File: src/rtl/rfx_pkg.sv
package rfx_pkg;

  localparam int RING_DEPTH_DEF    = 64;
  localparam int MAX_FRAME_LEN_DEF = 24;

  localparam logic [7:0]  EMPTY_MARK  = 8'd255;
  localparam logic [8:0]  HEADER_BASE = 9'd250;
  localparam logic [15:0] COUNT_CAP   = 16'd65500;
  localparam logic [6:0]  RESULT_ROOM = 7'd48;

  localparam logic [2:0] FRAME_ID_RESET  = 3'd0;
  localparam logic [5:0] RESYNC_RESET    = 6'd30;
  localparam logic [4:0] FRAME_LEN_RESET = 5'd12;

  localparam logic [1:0] REG_FRAME_ID  = 2'd0;
  localparam logic [1:0] REG_RESYNC    = 2'd1;
  localparam logic [1:0] REG_FRAME_LEN = 2'd2;

  localparam logic KIND_DATA   = 1'b0;
  localparam logic KIND_STATUS = 1'b1;

  typedef enum logic [1:0] {
    OUTCOME_NORMAL  = 2'd0,
    OUTCOME_STALLED = 2'd1,
    OUTCOME_OVERRUN = 2'd2
  } outcome_t;

  typedef enum logic {
    PTR_INC = 1'b0,
    PTR_SUB = 1'b1
  } ptr_op_t;

  typedef enum logic [3:0] {
    SEQ_IDLE,
    SEQ_LOAD,
    SEQ_CLASSIFY,
    SEQ_SCAN_CHECK,
    SEQ_SCAN_STEP,
    SEQ_SCAN_TEST,
    SEQ_DATA_STEP,
    SEQ_DATA_EMIT,
    SEQ_FRAME_END,
    SEQ_STATUS
  } seq_state_t;

endpackage

File: src/rtl/rfx_ptr_unit.sv
module rfx_ptr_unit import rfx_pkg::*; #(
  parameter int RING_DEPTH = RING_DEPTH_DEF,
  localparam int PW = $clog2(RING_DEPTH)
) (
  input  ptr_op_t       op,
  input  logic [PW-1:0] a,
  input  logic [PW-1:0] b,
  output logic [PW-1:0] res
);

  localparam int PW1 = PW + 1;
  localparam logic [PW:0] DEPTH_W = PW1'(RING_DEPTH);
  localparam logic [PW:0] ONE_W   = PW1'(1);

  logic [PW:0] a_ext;
  logic [PW:0] b_ext;
  logic [PW:0] sum;

  always_comb begin
    a_ext = {1'b0, a};
    b_ext = {1'b0, b};
    unique case (op)
      PTR_INC: sum = (a_ext == DEPTH_W - ONE_W) ? '0 : a_ext + ONE_W;
      PTR_SUB: sum = (a_ext >= b_ext) ? a_ext - b_ext : a_ext + DEPTH_W - b_ext;
      default: sum = '0;
    endcase
    res = sum[PW-1:0];
  end

endmodule

File: src/rtl/rfx_ring.sv
module rfx_ring import rfx_pkg::*; #(
  parameter int RING_DEPTH = RING_DEPTH_DEF,
  localparam int PW = $clog2(RING_DEPTH)
) (
  input  logic          clk,
  input  logic          rst,
  input  logic          wr_en,
  input  logic [PW-1:0] wr_addr,
  input  logic [7:0]    wr_data,
  input  logic          clr_en,
  input  logic [PW-1:0] clr_addr,
  input  logic [PW-1:0] rd_addr,
  output logic [7:0]    rd_data
);

  logic [7:0]            mem [RING_DEPTH];
  logic [RING_DEPTH-1:0] vld;
  logic [7:0]            rd_q;
  logic                  rd_vld;

  always_ff @(posedge clk) begin
    if (wr_en) begin
      mem[wr_addr] <= wr_data;
    end
    rd_q <= mem[rd_addr];
  end

  always_ff @(posedge clk) begin
    if (rst) begin
      vld    <= '0;
      rd_vld <= 1'b0;
    end else begin
      rd_vld <= vld[rd_addr];
      if (wr_en) begin
        vld[wr_addr] <= 1'b1;
      end
      if (clr_en) begin
        vld[clr_addr] <= 1'b0;
      end
    end
  end

  assign rd_data = rd_vld ? rd_q : EMPTY_MARK;

endmodule

File: src/rtl/ring_frame_extractor.sv
// Channel  Valid         Stall         Payload
// item     item_valid    item_stall    opcode, link_byte
// result   result_valid  result_stall  item_kind, byte_index, frame_byte, poll_outcome,
//                                      stall_total, overrun_total, reader_position,
//                                      last_of_run
// config   cfg_we        -             cfg_index, cfg_data
//
// A link byte is written into the ring while the sequencer is idle. A poll runs load and classify,
// then scan check, step and test per scanned ring entry, data step and emit per data byte,
// frame end per frame and a status step, sharing the single pointer unit and the registered ring read port.
// Reset clears all ring valid bits together; item_stall is high for a whole poll.
// No clearing pass. A stalled result holds the sequencer at its data emit or status step.
module ring_frame_extractor import rfx_pkg::*; #(
  parameter int RING_DEPTH       = RING_DEPTH_DEF,
  parameter int MAX_FRAME_LENGTH = MAX_FRAME_LEN_DEF
) (
  input  logic        clk,
  input  logic        rst,
  input  logic        item_valid,
  output logic        item_stall,
  input  logic        opcode,
  input  logic [7:0]  link_byte,
  output logic        result_valid,
  input  logic        result_stall,
  output logic        item_kind,
  output logic [4:0]  byte_index,
  output logic [7:0]  frame_byte,
  output logic [1:0]  poll_outcome,
  output logic [15:0] stall_total,
  output logic [15:0] overrun_total,
  output logic [5:0]  reader_position,
  output logic        last_of_run,
  input  logic        cfg_we,
  input  logic [1:0]  cfg_index,
  input  logic [5:0]  cfg_data
);

  localparam int PW = $clog2(RING_DEPTH);
  localparam int EW = PW + 2;
  localparam logic [EW-1:0] DEPTH_E = EW'(RING_DEPTH);
  localparam logic [EW-1:0] HALF_E  = EW'(RING_DEPTH / 2);
  localparam logic [4:0]    LEN_MAX = 5'(MAX_FRAME_LENGTH);

  function automatic logic [15:0] sat_inc(input logic [15:0] c);
    return (c >= COUNT_CAP) ? COUNT_CAP : c + 16'd1;
  endfunction

  seq_state_t    state;
  seq_state_t    state_next;
  logic [PW-1:0] w;
  logic [PW-1:0] prev_w;
  logic [PW-1:0] r;
  logic [15:0]   stall_cnt;
  logic [15:0]   ov_cnt;
  outcome_t      outcome;
  logic [4:0]    byte_idx;
  logic [5:0]    n_cnt;
  logic [2:0]    frame_id;
  logic [5:0]    resync;
  logic [4:0]    frame_len;

  ptr_op_t       ptr_op;
  logic [PW-1:0] ptr_a;
  logic [PW-1:0] ptr_b;
  logic [PW-1:0] ptr_res;

  logic          wr_en;
  logic          clr_en;
  logic [PW-1:0] rd_addr;
  logic [7:0]    rd_data;

  logic [EW-1:0] rs_e;
  logic [EW-1:0] rs_mod;
  logic [PW-1:0] rs_mod_p;
  logic [4:0]    stop_gap;
  logic [4:0]    len;
  logic          out_load;
  logic          is_empty;
  logic          is_header;
  logic          gap_done;
  logic          frame_stop;
  logic          last_byte;
  logic          load_data;
  logic          load_status;

  rfx_ptr_unit #(.RING_DEPTH(RING_DEPTH)) u_ptr (
    .op  (ptr_op),
    .a   (ptr_a),
    .b   (ptr_b),
    .res (ptr_res)
  );

  rfx_ring #(.RING_DEPTH(RING_DEPTH)) u_ring (
    .clk      (clk),
    .rst      (rst),
    .wr_en    (wr_en),
    .wr_addr  (w),
    .wr_data  (link_byte),
    .clr_en   (clr_en),
    .clr_addr (r),
    .rd_addr  (rd_addr),
    .rd_data  (rd_data)
  );

  assign item_stall = (state != SEQ_IDLE);
  assign wr_en      = (state == SEQ_IDLE) && item_valid && !opcode;
  assign out_load   = !result_valid || !result_stall;

  assign rs_e       = EW'(resync);
  assign rs_mod     = (rs_e >= DEPTH_E) ? rs_e - DEPTH_E : rs_e;
  assign rs_mod_p   = rs_mod[PW-1:0];
  assign stop_gap   = resync[5:1];
  assign len        = (frame_len > LEN_MAX) ? LEN_MAX : frame_len;

  assign is_empty   = (rd_data == EMPTY_MARK);
  assign is_header  = ({1'b0, rd_data} == HEADER_BASE + {6'b0, frame_id});
  assign gap_done   = (EW'(ptr_res) <= EW'(stop_gap));
  assign frame_stop = (EW'(ptr_res) < HALF_E) ||
                      (({1'b0, n_cnt} + {2'b0, len}) > RESULT_ROOM);
  assign last_byte  = (byte_idx == len - 5'd1);

  assign load_data   = (state == SEQ_DATA_EMIT) && out_load;
  assign load_status = (state == SEQ_STATUS) && out_load;

  always_comb begin
    ptr_op  = PTR_INC;
    ptr_a   = r;
    ptr_b   = w;
    rd_addr = r;
    clr_en  = 1'b0;
    unique case (state) inside
      SEQ_IDLE: begin
        ptr_a = w;
      end
      SEQ_LOAD: begin
        ptr_a = w;
        if (w == r) begin
          rd_addr = ptr_res;
        end
      end
      SEQ_CLASSIFY: begin
        ptr_op = PTR_SUB;
        ptr_a  = w;
        ptr_b  = rs_mod_p;
      end
      SEQ_SCAN_CHECK, SEQ_FRAME_END: begin
        ptr_op = PTR_SUB;
        ptr_a  = w;
        ptr_b  = r;
      end
      SEQ_SCAN_STEP, SEQ_DATA_STEP: begin
        rd_addr = ptr_res;
      end
      SEQ_SCAN_TEST: begin
        clr_en = 1'b1;
      end
      SEQ_DATA_EMIT: begin
        clr_en = out_load;
      end
      default: begin
      end
    endcase
  end

  always_comb begin
    state_next = state;
    unique case (state)
      SEQ_IDLE:       if (item_valid && opcode) state_next = SEQ_LOAD;
      SEQ_LOAD:       state_next = SEQ_CLASSIFY;
      SEQ_CLASSIFY:   state_next = SEQ_SCAN_CHECK;
      SEQ_SCAN_CHECK: state_next = gap_done ? SEQ_STATUS : SEQ_SCAN_STEP;
      SEQ_SCAN_STEP:  state_next = SEQ_SCAN_TEST;
      SEQ_SCAN_TEST: begin
        if (!is_header) begin
          state_next = SEQ_SCAN_CHECK;
        end else if (len == 5'd0) begin
          state_next = SEQ_FRAME_END;
        end else begin
          state_next = SEQ_DATA_STEP;
        end
      end
      SEQ_DATA_STEP:  state_next = SEQ_DATA_EMIT;
      SEQ_DATA_EMIT: begin
        if (out_load) begin
          state_next = last_byte ? SEQ_FRAME_END : SEQ_DATA_STEP;
        end
      end
      SEQ_FRAME_END:  state_next = frame_stop ? SEQ_STATUS : SEQ_SCAN_CHECK;
      SEQ_STATUS:     if (out_load) state_next = SEQ_IDLE;
      default:        state_next = SEQ_IDLE;
    endcase
  end

  always_ff @(posedge clk) begin
    if (rst) begin
      state        <= SEQ_IDLE;
      w            <= '0;
      prev_w       <= '0;
      r            <= '0;
      stall_cnt    <= '0;
      ov_cnt       <= '0;
      outcome      <= OUTCOME_NORMAL;
      byte_idx     <= '0;
      n_cnt        <= '0;
      frame_id     <= FRAME_ID_RESET;
      resync       <= RESYNC_RESET;
      frame_len    <= FRAME_LEN_RESET;
      result_valid <= 1'b0;
    end else begin
      state <= state_next;
      if (cfg_we) begin
        unique case (cfg_index)
          REG_FRAME_ID:  frame_id  <= cfg_data[2:0];
          REG_RESYNC:    resync    <= cfg_data;
          REG_FRAME_LEN: frame_len <= cfg_data[4:0];
          default: begin
          end
        endcase
      end
      if (wr_en) begin
        w <= ptr_res;
      end
      unique case (state)
        SEQ_CLASSIFY: begin
          n_cnt <= '0;
          if (!is_empty) begin
            ov_cnt  <= sat_inc(ov_cnt);
            outcome <= OUTCOME_OVERRUN;
            r       <= ptr_res;
          end else if ((w != r) && (w != prev_w)) begin
            stall_cnt <= '0;
            outcome   <= OUTCOME_NORMAL;
          end else begin
            stall_cnt <= sat_inc(stall_cnt);
            outcome   <= OUTCOME_STALLED;
          end
        end
        SEQ_SCAN_STEP, SEQ_DATA_STEP: r <= ptr_res;
        SEQ_SCAN_TEST: byte_idx <= '0;
        SEQ_DATA_EMIT: begin
          if (out_load) begin
            byte_idx <= byte_idx + 5'd1;
            n_cnt    <= n_cnt + 6'd1;
          end
        end
        SEQ_STATUS: if (out_load) prev_w <= w;
        default: begin
        end
      endcase
      if (load_data || load_status) begin
        result_valid <= 1'b1;
      end else if (!result_stall) begin
        result_valid <= 1'b0;
      end
    end
  end

  always_ff @(posedge clk) begin
    if (load_data) begin
      item_kind       <= KIND_DATA;
      byte_index      <= byte_idx;
      frame_byte      <= rd_data;
      poll_outcome    <= '0;
      stall_total     <= '0;
      overrun_total   <= '0;
      reader_position <= '0;
      last_of_run     <= 1'b0;
    end else if (load_status) begin
      item_kind       <= KIND_STATUS;
      byte_index      <= '0;
      frame_byte      <= '0;
      poll_outcome    <= outcome;
      stall_total     <= stall_cnt;
      overrun_total   <= ov_cnt;
      reader_position <= 6'(r);
      last_of_run     <= 1'b1;
    end
  end

`ifndef SYNTHESIS
  a_count_cap: assert property (@(posedge clk) disable iff (rst)
    (stall_cnt <= COUNT_CAP) && (ov_cnt <= COUNT_CAP))
    else $error("saturating count above cap");

  a_emit_bounds: assert property (@(posedge clk) disable iff (rst)
    (state == SEQ_DATA_EMIT) |-> ((byte_idx < len) && ({1'b0, n_cnt} < RESULT_ROOM)))
    else $error("data transfer out of frame or result bounds");

  a_status_out: assert property (@(posedge clk) disable iff (rst)
    ((state == SEQ_STATUS) && out_load) |=> (result_valid && last_of_run &&
                                             (state == SEQ_IDLE)))
    else $error("status transfer not presented at end of poll");
`endif

endmodule
File: config.mk
export PLATFORM = sky130hd
export DESIGN_NAME = ring_frame_extractor
export DESIGN_NICKNAME = d
export VERILOG_FILES = /design/src/rtl/rfx_pkg.sv /design/src/rtl/rfx_ptr_unit.sv /design/src/rtl/rfx_ring.sv /design/src/rtl/ring_frame_extractor.sv
export SDC_FILE = /design/constraint.sdc
export NUM_CORES = 1
export LEC_CHECK = 0
export BUFFER_PORTS_ARGS = -buffer_cell sky130_fd_sc_hd__clkbuf_2
export CAP_MARGIN = 20
export CORE_UTILIZATION = 62
export CTS_BUF_LIST = sky130_fd_sc_hd__clkbuf_16
export CTS_CLUSTER_DIAMETER = 50
export DETAILED_ROUTE_END_ITERATION = 10
export PLACE_DENSITY = 0.76
export SLEW_MARGIN = 0
export SYNTH_ARGS = -nofsm -noshare
export SYNTH_HDL_FRONTEND = slang
export SYNTH_HIERARCHICAL = 1
export SYNTH_SLANG_ARGS = --single-unit
export TNS_END_PERCENT = 1
File: constraint.sdc
create_clock -name clk -period 4.5 [get_ports clk]
set_input_delay 0.9 -clock clk [delete_from_list [all_inputs] [get_ports clk]]
set_output_delay 0.9 -clock clk [all_outputs]
set_load 0.02 [all_outputs]
==> After elaboration in Yosys (flattened, before gate mapping) <==
Memories as Yosys holds them, arrays and structs flattened. A register that Yosys moved wholly into a read port is not among the register bits.
Cells that the tools add are included.
{ "classes": {"mul": 0, "shift": 0, "add_sub_neg": 12, "n_mux": 49, "order_cmp": 13, "bitwise_logic": 5, "div_mod_pow": 0, "reduce_logical": 36, "eq_ne": 23} }
{ "ops": {"columns": ["cell", "n"], "rows": [
  ["two-way mux 64 bit", 3],
  ["bitwise AND 64 bit", 1],
  ["inverter 64 bit", 1],
  ["bitwise OR 64 bit", 1],
  ["case mux 6 bit (2 select lines)", 5],
  ["two-way mux 16 bit", 3],
  ["two-way mux 6 bit", 7],
  ["case mux 4 bit (10 select lines)", 1],
  ["adder 16 x 1 -> 16 bit (second input constant)", 2],
  [">= comparator 16 bit (second input constant)", 2],
  ["two-way mux 4 bit", 8],
  ["two-way mux 8 bit", 3],
  ["< comparator 6 x 7 -> 1 bit (second input constant)", 3],
  ["two-way mux 5 bit", 4],
  ["adder 6 x 1 -> 6 bit (second input constant)", 3],
  ["AND reduction 2 bit", 9],
  ["equality test 4 x 3 -> 1 bit (second input constant)", 4],
  ["demux 1 bit (select 6 bit)", 2],
  [">= comparator 6 x 1 -> 1 bit (second input constant)", 2],
  ["!= test 6 bit", 2],
  ["subtractor 6 bit", 2],
  ["case mux 5 bit (2 select lines)", 1],
  ["adder 8 x 3 -> 9 bit (first input constant)", 1],
  ["equality test 8 x 9 -> 1 bit", 1],
  ["other kinds (38)", 67]
]} }
{ "totals": {"wordCells": 161, "mem_count": 1, "ff_bits": 201, "mem_bits_rw": 512, "mem_bits_ro": 0, "input_bits": 22, "output_inout_bits": 57, "latch_bits": 0} }
{ "memory_table": {"columns": ["memory", "words", "width", "rd", "rd_clocked_by_memory_dff", "wr", "line", "source"], "rows": [
  ["u_ring.mem", 64, 8, 1, 1, 1, "rfx_ring.sv:16", "logic [7:0] mem [RING_DEPTH];"]
]} }

==> Depth between registers and ports, before layout <==
Gate-level depths: netlist of the first run.
{ "logic_depth": {"word_depth": 11, "ltp_mapped": 21, "ltp_nobuf": 20} }

==> Hierarchy <==
Netlist of the first run, hierarchy kept.
{ "by_module_without_submodules": {"columns": ["module", "area_per_inst_um2", "seq_area_each_um2", "n_inst", "cells_per_inst"], "rows": [
  ["rfx_ring", 22977.0, 16836.1, 1, 1228],
  ["ring_frame_extractor", 6745.2, 2852.7, 1, 809],
  ["rfx_ptr_unit", 402.9, 0.0, 1, 59]
]} }

==> Worst setup path after synthesis of the first run <==
No wires, ideal clock.
{ "synth_path": {"path_type": "reg2reg", "startpoint": "reg state[0]", "endpoint": "reg u_ring.rd_q[6], read port of u_ring.mem", "setup_slack_ns": 0.307, "t_arrival_ns": 4.075, "setup_time_ns": 0.117, "period_less_slack_ns": 4.193, "stages_incl_launch_ff": 17, "n_path_buf": 4, "required_ns": 4.383, "path_cell_list": "dfxtp_1 -> clkbuf_1 -> o21a_1 -> nor2_1 -> mux2_2 -> inv_1 -> ha_1 -> fa_1 -> o21ai_0 -> mux2_2 -> buf_6 -> buf_6 -> buf_2 -> mux2_2 -> a221oi_1 -> o211ai_1 -> a32o_1"} }
{ "synth_via": {"elab_chain_len": 9, "elab_cells_between_ends": 26, "classes_between": "add/sub: 4; order compare: 1; eq/ne: 7; mux: 8; bitwise: 1; reduce/logical: 5"} }
{ "synth_rtl": {"columns": ["item", "line", "source"], "rows": [
  ["start, declared", "ring_frame_extractor.sv:48", "seq_state_t state;"],
  ["start signal, assigned", "ring_frame_extractor.sv:210", "state <= state_next;"],
  ["equality test 4 x 1 -> 1 bit (tied with other cells)", null, null],
  ["OR reduction 5 bit (no source line) *", null, null],
  ["two-way mux 6 bit *", "ring_frame_extractor.sv:131", "unique case (state) inside"],
  ["named net ptr_a[0]", "ring_frame_extractor.sv:63", "logic [PW-1:0] ptr_a;"],
  ["adder 6 x 1 -> 6 bit", "rfx_ptr_unit.sv:24", "PTR_SUB: sum = (a_ext >= b_ext) ? a_ext - b_ext : a_ext + DEPTH_W - b_ext;"],
  ["subtractor 6 bit", "rfx_ptr_unit.sv:24", null],
  ["two-way mux 6 bit", "rfx_ptr_unit.sv:24", null],
  ["case mux 6 bit (2 select lines) *", "rfx_ptr_unit.sv:22", "unique case (op)"],
  ["named net ptr_res[1]", "ring_frame_extractor.sv:65", "logic [PW-1:0] ptr_res;"],
  ["two-way mux 6 bit", "ring_frame_extractor.sv:137", "if (w == r) begin"],
  ["case mux 6 bit (2 select lines) *", "ring_frame_extractor.sv:131", null],
  ["named net rd_addr[1]", "ring_frame_extractor.sv:69", "logic [PW-1:0] rd_addr;"],
  ["end, declared", "rfx_ring.sv:18", "logic [7:0] rd_q;"]
]} }
Mark *: on every way through the listed nets, which the timed path passes. The rest lies on a longest branch.
A chain may end at the register's enable or synchronous reset.

==> Final worst setup path of the first run <==
{ "layout_path": {"startpoint": "reg state[0]", "endpoint": "reg u_ring.rd_q[1], read port of u_ring.mem"} }
The elaborated chain is that of the path after synthesis.

==> results.md, run 1 <==
- # diodes: 0
- Fin util: a little under three quarters
- Worst Skew: roughly 0.021 ns
- First-pass GRT wire length: around 120000 um
- CP Max Fanout: 17
- Sequential fraction of the synthesis area: about 65%
- H-tree depth: 3
- Vias: about 19000
- Finish-stage setup viols: 0
- Vias per inst: between 6 and 7
- Buf+Inv Stages, Crit Path: 3
- Distinct cells, synth: ~80
- Final ANT Viol Nets: 0
- Post-synth EDFFs: between 500 and 600
- Cell Pwr Density: a little over 400 nW/um^2
- Lkg Pwr: 11.7 nW
- VDD IR max: ~400 uV
- Die H: ~220 um
- Fin Setup TNS: 0 ns
- Worst EP required: between 5 and 6 ns
- Final max-slew violation count: 0
- CP Class: flip-flop to flip-flop
- Gate Count Post-Synth: approximately 2100
- Synth warn: 6
- CP max-delay cell: mux4_2
- DIE AREA: 49500 um^2
- GPL Wtd Cong: approximately 0.94
- FILL cells: 3041
- Fin. Hold Viols: 0
- Sink Count: between 700 and 800
- Row cnt: 80
- Post-Syn Area: 30100 um^2
- Pwr Total: 14.1 mW
- Total of max-cap violations: 0
- Finished Cell Area: between 30000 and 40000 um^2
- Largest net degree at the start of global routing: 66
- I/O Buffers: 78
- Worst slew pin tran: 1.10 ns
- Clock-pin slew on the worst setup and hold paths: ~0.06 ns
- DR pass1 iterations: 7
- Root Buffer: clkbuf_16
- Max-slew headroom at the worst pin: 26.2%
- CP arrival: approximately 4.9 ns
- Crit-path leading delay family: multiplexers
- Post-Syn Nets: about 2100
- Crit path time final: approximately 4.3 ns
- Slowest stage delay, CP: approximately 0.54 ns
- Top_reg_cell synth: edfxtp_1
- Initial core utilization: roughly 63%
- Worst-path cell chain: o21a_1 > nor2_1 > mux2_2 > inv_1 > ha_1 > fa_1 > o21ai_0 > mux2_8 > buf_12 > buf_12 > mux4_2 > o22ai_1 > a211oi_1 > a22o_1
- Seq cells post-synth: ~700
- Dpl cell area: 31900 um^2
- Initial antenna violation count: 0
- Endpoint type of the worst setup path: flip-flop
- Crit path launch type: flip-flop
- Asr flop ratio synth: 0%
- Total grt overflow: 0
- Layout cell share with drive strength beyond 1: between 20% and 30%
- Area growth syn-to-layout: 14.3%
- Hold_buf cts: 0
- Final #Nets: 2324
- Period utilization: a little over nine tenths
- All-layer global routing usage: between 30 and 40%
- Clock Latency Late Sink: 0.62 ns
- Status: complete, no violations
- DP HPWL: 49100 um
- Final hold slack: 0.453 ns
- DRC viols: 0
- Core area: 47800 um^2
- Routed len/inst: 26.4 um
- Hold Crit Class: flip-flop to flip-flop
- Max Root-Sink Buffers: 3
- WL final: 77900 um
- Fmax achieved: 230 MHz
- Mapped Avg Cell Area: 14.4 um^2
- CTS tree: done
- CTS buffer count: 75
- Crit path top cell by count: buf_12
- Die W: between 200 and 250 um
- Vias in the first global route: 19000
- Ports: 79
- Initial drt markers: approximately 2100
## area by class of cell
| type | instances | area (um^2) | area share (%) |
|---|---|---|---|
| clock buffer | 77 | 1930 | 5.60 |
| tap | 615 | 769 | 2.24 |
| clock inverter | 58 | 487 | 1.41 |
| sequential | 721 | 19700 | 57.2 |
| timing repair buffer | 226 | 1650 | 4.78 |
| inverter | 38 | 143 | 0.414 |
| multi-input combinational | 1214 | 9760 | 28.4 |
## path summary, 6_finish.rpt
check | cells after the start | slack [ns] | startpoint | to
max | 14 | 0.16 | state[0]$_SDFFE_PP0P_ | u_ring/rd_q[1]$_DFF_P_
max reg2reg | 14 | 0.16 | state[0]$_SDFFE_PP0P_ | u_ring/rd_q[1]$_DFF_P_
min | 2 | 0.45 | stall_total[1]$_SDFFE_PP0P_ | stall_total[1]$_SDFFE_PP0P_
min reg2reg | 2 | 0.45 | stall_total[1]$_SDFFE_PP0P_ | stall_total[1]$_SDFFE_PP0P_
## cells by family (layout without fill, tap and decap cells)
group	count (synthesis)	in the layout	share of synthesized area, %
DFF	721	721	65.4
muxes	221	222	13.3
and+or+nand+nor	600	600	9.30
adders and majority gates	27	27	1.16
AOI/OAI and AO/OA	317	317	7.00
xor gates and xnor gates	48	48	1.40
buffers and inverters	162	399	2.49
## worst register-to-register path, delay by kind of cell, from the launching register on
kind	cells	cell delay, ns
multiplexers	3	1.31
AO/OA/AOI/OAI	5	1.11
AND/OR/NAND/NOR	1	0.23
flip-flops	1	0.42
adder cells (fa/ha/maj)	2	0.69
buffers and inverters	3	0.50
## sequential cells by signal (all words and copies together), names as in the netlist, 8 cells and up
register	cells
u_ring/mem	512
u_ring/vld	64
ov_cnt	16
overrun_total	16
stall_cnt	16
stall_total	16
frame_byte	8
u_ring/rd_q	8
## cells in the final DEF, fill, tap and decap left out, drive strengths merged, types with 39 or more instances in the layout
cell	Yosys	routed
a211oi	71	71
a21oi	103	103
buf	55	149
clkbuf	69	154
dfxtp	196	196
edfxtp	525	525
inv	38	60
mux2i	49	49
mux4	140	140
nand2	168	168
nand3	39	39
nor2	217	217
## synth_stat cells (4+ instances only)
master	instances	area share, %
a31oi_1	7	0.15
nor2b_1	7	0.15
a221o_1	4	0.13
mux4_2	140	10
and2_1	5	0.10
mux2i_1	49	1.6
and3_1	28	0.58
xnor2_1	16	0.47
nand4_1	13	0.27
buf_1	10	0.12
edfxtp_1	525	52
a211o_1	5	0.15
nor3_1	34	0.56
o2bb2ai_1	5	0.15
nand3b_1	13	0.32
o22ai_1	17	0.35
inv_1	38	0.47
a21oi_1	101	1.7
a211oi_1	71	1.8
mux2_2	32	1.2
buf_2	27	0.45
or3_1	7	0.15
o221ai_1	10	0.29
buf_6	11	0.41
ha_1	24	1.0
nor3b_1	6	0.15
nor2_1	214	2.7
a221oi_1	7	0.20
nand3_1	39	0.65
o211ai_1	8	0.20
nand2b_1	25	0.52
xor2_1	32	0.93
nor4_1	7	0.15
nand2_1	168	2.1
or2_2	5	0.10
dfxtp_1	196	13
o21ai_0	30	0.50
a22o_1	12	0.35
buf_4	7	0.17
or3b_2	4	0.12
clkbuf_1	69	0.86
## power breakdown
| group | leakage (nW) | total, mW | switching (mW) | internal, mW |
|---|---|---|---|---|
| Sequential | 6.28 | 7.17 | 0.0231 | 7.14 |
| Combinational | 4.20 | 0.828 | 0.480 | 0.348 |
| Clock | 1.25 | 6.11 | 2.54 | 3.57 |
| Total | 11.7 | 14.1 | 3.05 | 11.1 |
## timing repair
| action | 4_1_cts | 5_1_grt |
|---|---|---|
| resized for setup | 0 | 6 |
| setup buffers | 0 | 2 |
| endpoints found under the setup margin | 0 | 12 |
## layer usage
metal	wire (um)	GRT usage [%]	vias to the layer above
li1	-	-	8378
met5	0	0	-
met3	7170	6.07	253
met1	29100	41.8	9554
met4	4000	15.3	0
met2	37700	52.3	1052
## stage by stage
step / std cells / setup slack [ns]
4_1_cts: 2945 / 0.0525
2_1_floorplan: 2096 / 0.307
3_5_place_dp: 2810 / 0.0936
5_1_grt: 2949 / -0.0389
3_3_place_gp: 2810 / 0.184
6_report: 2949 / 0.155
(Power assumes the default switching activity.)
==> run 2, diff against run 1 <==
Settings changed: SYNTH_HIERARCHICAL 1 to unset.
==> run 2 against run 1 <==
Final cell count increased by 22%. Worst setup slack lost 0.025 ns. Final area up 3.7%. Register-to-register slack got worse by 0.02 ns. Utilization is 0.40 points higher. Critical path depth unchanged. Critical path type unchanged. Largest cell class unchanged. Largest power group unchanged.
==> results.md, run 2 <==
- Status: complete, no violations (unchanged)
- CTS buffer count: 74 (was 75)
- Count leader, synth: edfxtp_1 (unchanged)
- DP HPWL: 56000 um (was 49100 um)
- Seq cells post-synth: 721 (unchanged)
- CP arrival: 4.85 ns (about the same)
- Fin. Hold Viols: 0 (unchanged)
- Final hold slack: 0.453 ns (about the same)
- Sequential fraction of the synthesis area: 62.9% (was 65.4%)
- Finish-stage setup viols: 0 (unchanged)
- Root Buffer: clkbuf_16 (unchanged)
- Largest register FFs: 512 (unchanged)
- Layout cell share with drive strength beyond 1: 14.7% (was 22.9%)
- Fmax achieved: 229 MHz (was 230 MHz)
- Total of max-cap violations: 0 (unchanged)
- # diodes: 0 (unchanged)
- Worst EP required: 4.98 ns (was 5.01 ns)
- Post-synth top area share: 50.3% (was 52.3%)
- All-layer global routing usage: 33.8% (was 32.0%)
- Dpl cell area: 33100 um^2 (was 31900 um^2)
- I/O Buffers: 78 (unchanged)
- DRC viols: 0 (unchanged)
- Period utilization: 97.1% (was 96.6%)
- RR Endpoint: u_ring.rd_q[5]$_DFF_P_ (was u_ring/rd_q[1]$_DFF_P_)
- Max-slew headroom at the worst pin: 22.4% (was 26.2%)
- Finished Cell Area: 35700 um^2 (was 34400 um^2)
- WL final: 86100 um (was 77900 um)
- Fin util: 72.3% (was 71.9%)
- RSZ-0062 raised after global routing: yes
- Final #Nets: 2909 (was 2324)
- Dominant cells by area after synthesis: edfxtp_1 (50%), dfxtp_1 (13%), nand2_1 (6.0%), mux2i_1 (3.9%), a211oi_1 (2.7%) (was edfxtp_1 (52%), dfxtp_1 (13%), mux4_2 (10%), nor2_1 (2.7%), nand2_1 (2.1%))
- Total grt overflow: 0 (unchanged)
- Synth warn: 0 (was 6)
- Hold Crit Class: flip-flop to flip-flop (unchanged)
- Post-synth EDFFs: 525 (unchanged)
- Endpoint type of the worst setup path: flip-flop (unchanged)
- Final ANT Viol Nets: 0 (unchanged)
- Max Root-Sink Buffers: 3 (unchanged)
- Die W: 227 um (was 222 um)
- VDD IR max: 436 uV (was 399 uV)
- Distinct cells, synth: 78 (was 81)
- Fin Setup TNS: 0 ns (unchanged)
- CP Class: flip-flop to flip-flop (unchanged)
- Sink Count: 721 (unchanged)
- GPL Wtd Cong: 0.965 (was 0.943)
- Row cnt: 81 (was 80)
- Vias: 23100 (was 19200)
- R2R Path Start: state[1]$_SDFFE_PP0P_ (was state[0]$_SDFFE_PP0P_)
- Initial drt markers: 2970 (was 2123)
- Final max-slew violation count: 0 (unchanged)
- Post-Syn Nets: 2779 (was 2144)
- Core area: 49400 um^2 (was 47800 um^2)
- Worst slew pin tran: 1.16 ns (was 1.10 ns)
- Most area-hungry cell type in the Yosys netlist: edfxtp_1 (unchanged)
- Largest net degree at the start of global routing: 85 (was 66)
- DIE AREA: 51400 um^2 (was 49500 um^2)
- Initial antenna violation count: 0 (unchanged)
- Routed len/inst: 24.0 um (was 26.4 um)
- Crit path launch type: flip-flop (unchanged)
- Commonest cells after routing, fill and taps aside: edfxtp_1 (525), nand2_1 (504), nor2_1 (225), dfxtp_1 (193), buf_4 (134) (was edfxtp_1 (525), nor2_1 (214), dfxtp_1 (196), nand2_1 (168), mux4_2 (140))
- Worst Skew: 0.0218 ns (was 0.0214 ns)
- H-tree depth: 3 (unchanged)
- Most frequent cells after synthesis: edfxtp_1 (525), nand2_1 (504), nor2_1 (225), dfxtp_1 (196), mux2i_1 (123) (was edfxtp_1 (525), nor2_1 (214), dfxtp_1 (196), nand2_1 (168), mux4_2 (140))
- Top_reg_cell synth: edfxtp_1 (unchanged)
- Reg2reg path depth: 14 (unchanged)
- Ports: 79 (unchanged)
- Clock-pin slew on the worst setup and hold paths: 0.06 ns (about the same)
- Area growth syn-to-layout: 14.0% (was 14.3%)
- Post-Syn Area: 31300 um^2 (was 30100 um^2)
- Commonest non-fill, non-tap cell in the layout: edfxtp_1 (unchanged)
- First-pass GRT wire length: 130000 um (was 117000 um)
- R2r setup slk: 0.13 ns (was 0.16 ns)
- Cell Pwr Density: 412 nW/um^2 (was 410 nW/um^2)
- Initial core utilization: 63.4% (was 63.0%)
- Die H: 227 um (was 222 um)
- Clock Latency Late Sink: 0.62 ns (about the same)
- Lkg Pwr: 12.9 nW (was 11.7 nW)
- Asr flop ratio synth: 0% (unchanged)
- Crit path to: u_ring.rd_q[5]$_DFF_P_ (was u_ring/rd_q[1]$_DFF_P_)
- DR pass1 iterations: 9 (was 7)
- Gate Count Post-Synth: 2730 (was 2096)
- Largest regs: u_ring.mem (512), u_ring.vld (64) (was u_ring/mem (512), u_ring/vld (64))
- Vias per inst: 6.43 (was 6.52)
- Crit path from: state[1]$_SDFFE_PP0P_ (was state[0]$_SDFFE_PP0P_)
- Vias in the first global route: 22200 (was 19000)
- Crit path time final: 4.37 ns (was 4.34 ns)
- CP Max Fanout: 21 (was 17)
- CTS tree: done (unchanged)
- Largest Register: u_ring.mem (was u_ring/mem)
- Mapped Avg Cell Area: 11.5 um^2 (was 14.4 um^2)
## run 2: metrics by stage
| stage | power (mW) | std cells | setup slack (ns) |
|---|---|---|---|
| 3_3_place_gp | 8.62 | 3441 | -0.201 |
| 2_1_floorplan | 8.11 | 2730 | -0.0250 |
| 4_1_cts | 14.7 | 3577 | 0.00199 |
| 5_1_grt | 15.1 | 3584 | -0.0246 |
| 3_5_place_dp | 8.65 | 3441 | -0.250 |
| 6_report | 14.7 | 3584 | 0.130 |
## run 2: what timing repair did
item	4_1_cts	5_1_grt
pin swaps	0	4
hold buffers	0	0
buffers inserted	0	3
resized for setup	7	32
cloned	0	1
setup endpoints to repair	10	11
## run 2: power by group
part	total, mW	switching [mW]	internal (mW)	leakage, nW
combinational	1.32	0.851	0.468	5.36
sequential	7.26	0.0925	7.17	6.34
clock	6.14	2.59	3.55	1.25
## run 2: cells by family (layout without fill, tap and decap cells)
family,count (synthesis),count (layout),share of synthesized area [%]
buffers and inverters,240,430,3.44
XOR/XNOR,47,47,1.31
AND/OR/NAND/NOR,1077,1077,15.6
flip-flops,721,721,62.9
adder cells (fa/ha/maj),27,27,1.13
AO/OA/AOI/OAI,463,463,10.4
multiplexers,155,155,5.30
## run 2: cell type report
| type | count | area [um^2] |
|---|---|---|
| Tap cell | 664 | 831 |
| Inverter | 61 | 229 |
| Clock inverter | 58 | 470 |
| Clock buffer | 78 | 1950 |
| Timing Repair Buffer | 233 | 1800 |
| Multi-Input combinational cell | 1769 | 10700 |
| Sequential cell | 721 | 19700 |
| Fill cell | 3383 | 13700 |
## run 2: layer usage
| layer | GRT usage (%) | up-vias | routed length (um) |
|---|---|---|---|
| li1 | - | 10200 | - |
| met1 | 45.7 | 11200 | 32900 |
| met2 | 53.3 | 1440 | 40300 |
| met3 | 5.90 | 203 | 8940 |
| met4 | 16.2 | 0 | 3860 |
| met5 | 0 | - | 0 |
## run 2: how the worst min path moves through the flow
stage	startpoint	end	slack, ns	depth (start not counted)
global placement	overrun_total[15]$_SDFFE_PP0P_	overrun_total[15]$_SDFFE_PP0P_	0.44	2
CTS	overrun_total[15]$_SDFFE_PP0P_	overrun_total[15]$_SDFFE_PP0P_	0.46	2
detailed placement	overrun_total[15]$_SDFFE_PP0P_	overrun_total[15]$_SDFFE_PP0P_	0.45	2
floorplan	outcome[0]$_SDFFE_PP0N_	poll_outcome[0]$_SDFFE_PP0P_	0.43	2
finish	overrun_total[15]$_SDFFE_PP0P_	overrun_total[15]$_SDFFE_PP0P_	0.45	2
global route	overrun_total[15]$_SDFFE_PP0P_	overrun_total[15]$_SDFFE_PP0P_	0.48	2
## run 2: critical path, cell delays in order (launching register included)
cell and delay, ns:
dfxtp_2 0.37, o21a_1 0.24, nor2_4 0.15, mux2_2 0.40, ha_1 0.32, nand2_1 0.11
nor2_1 0.07, or3_1 0.39, a21oi_1 0.30, a21o_2 0.63, buf_4 0.33, a311o_1 0.14
o311ai_0 0.12, a21oi_1 0.54, nor4_2 0.12
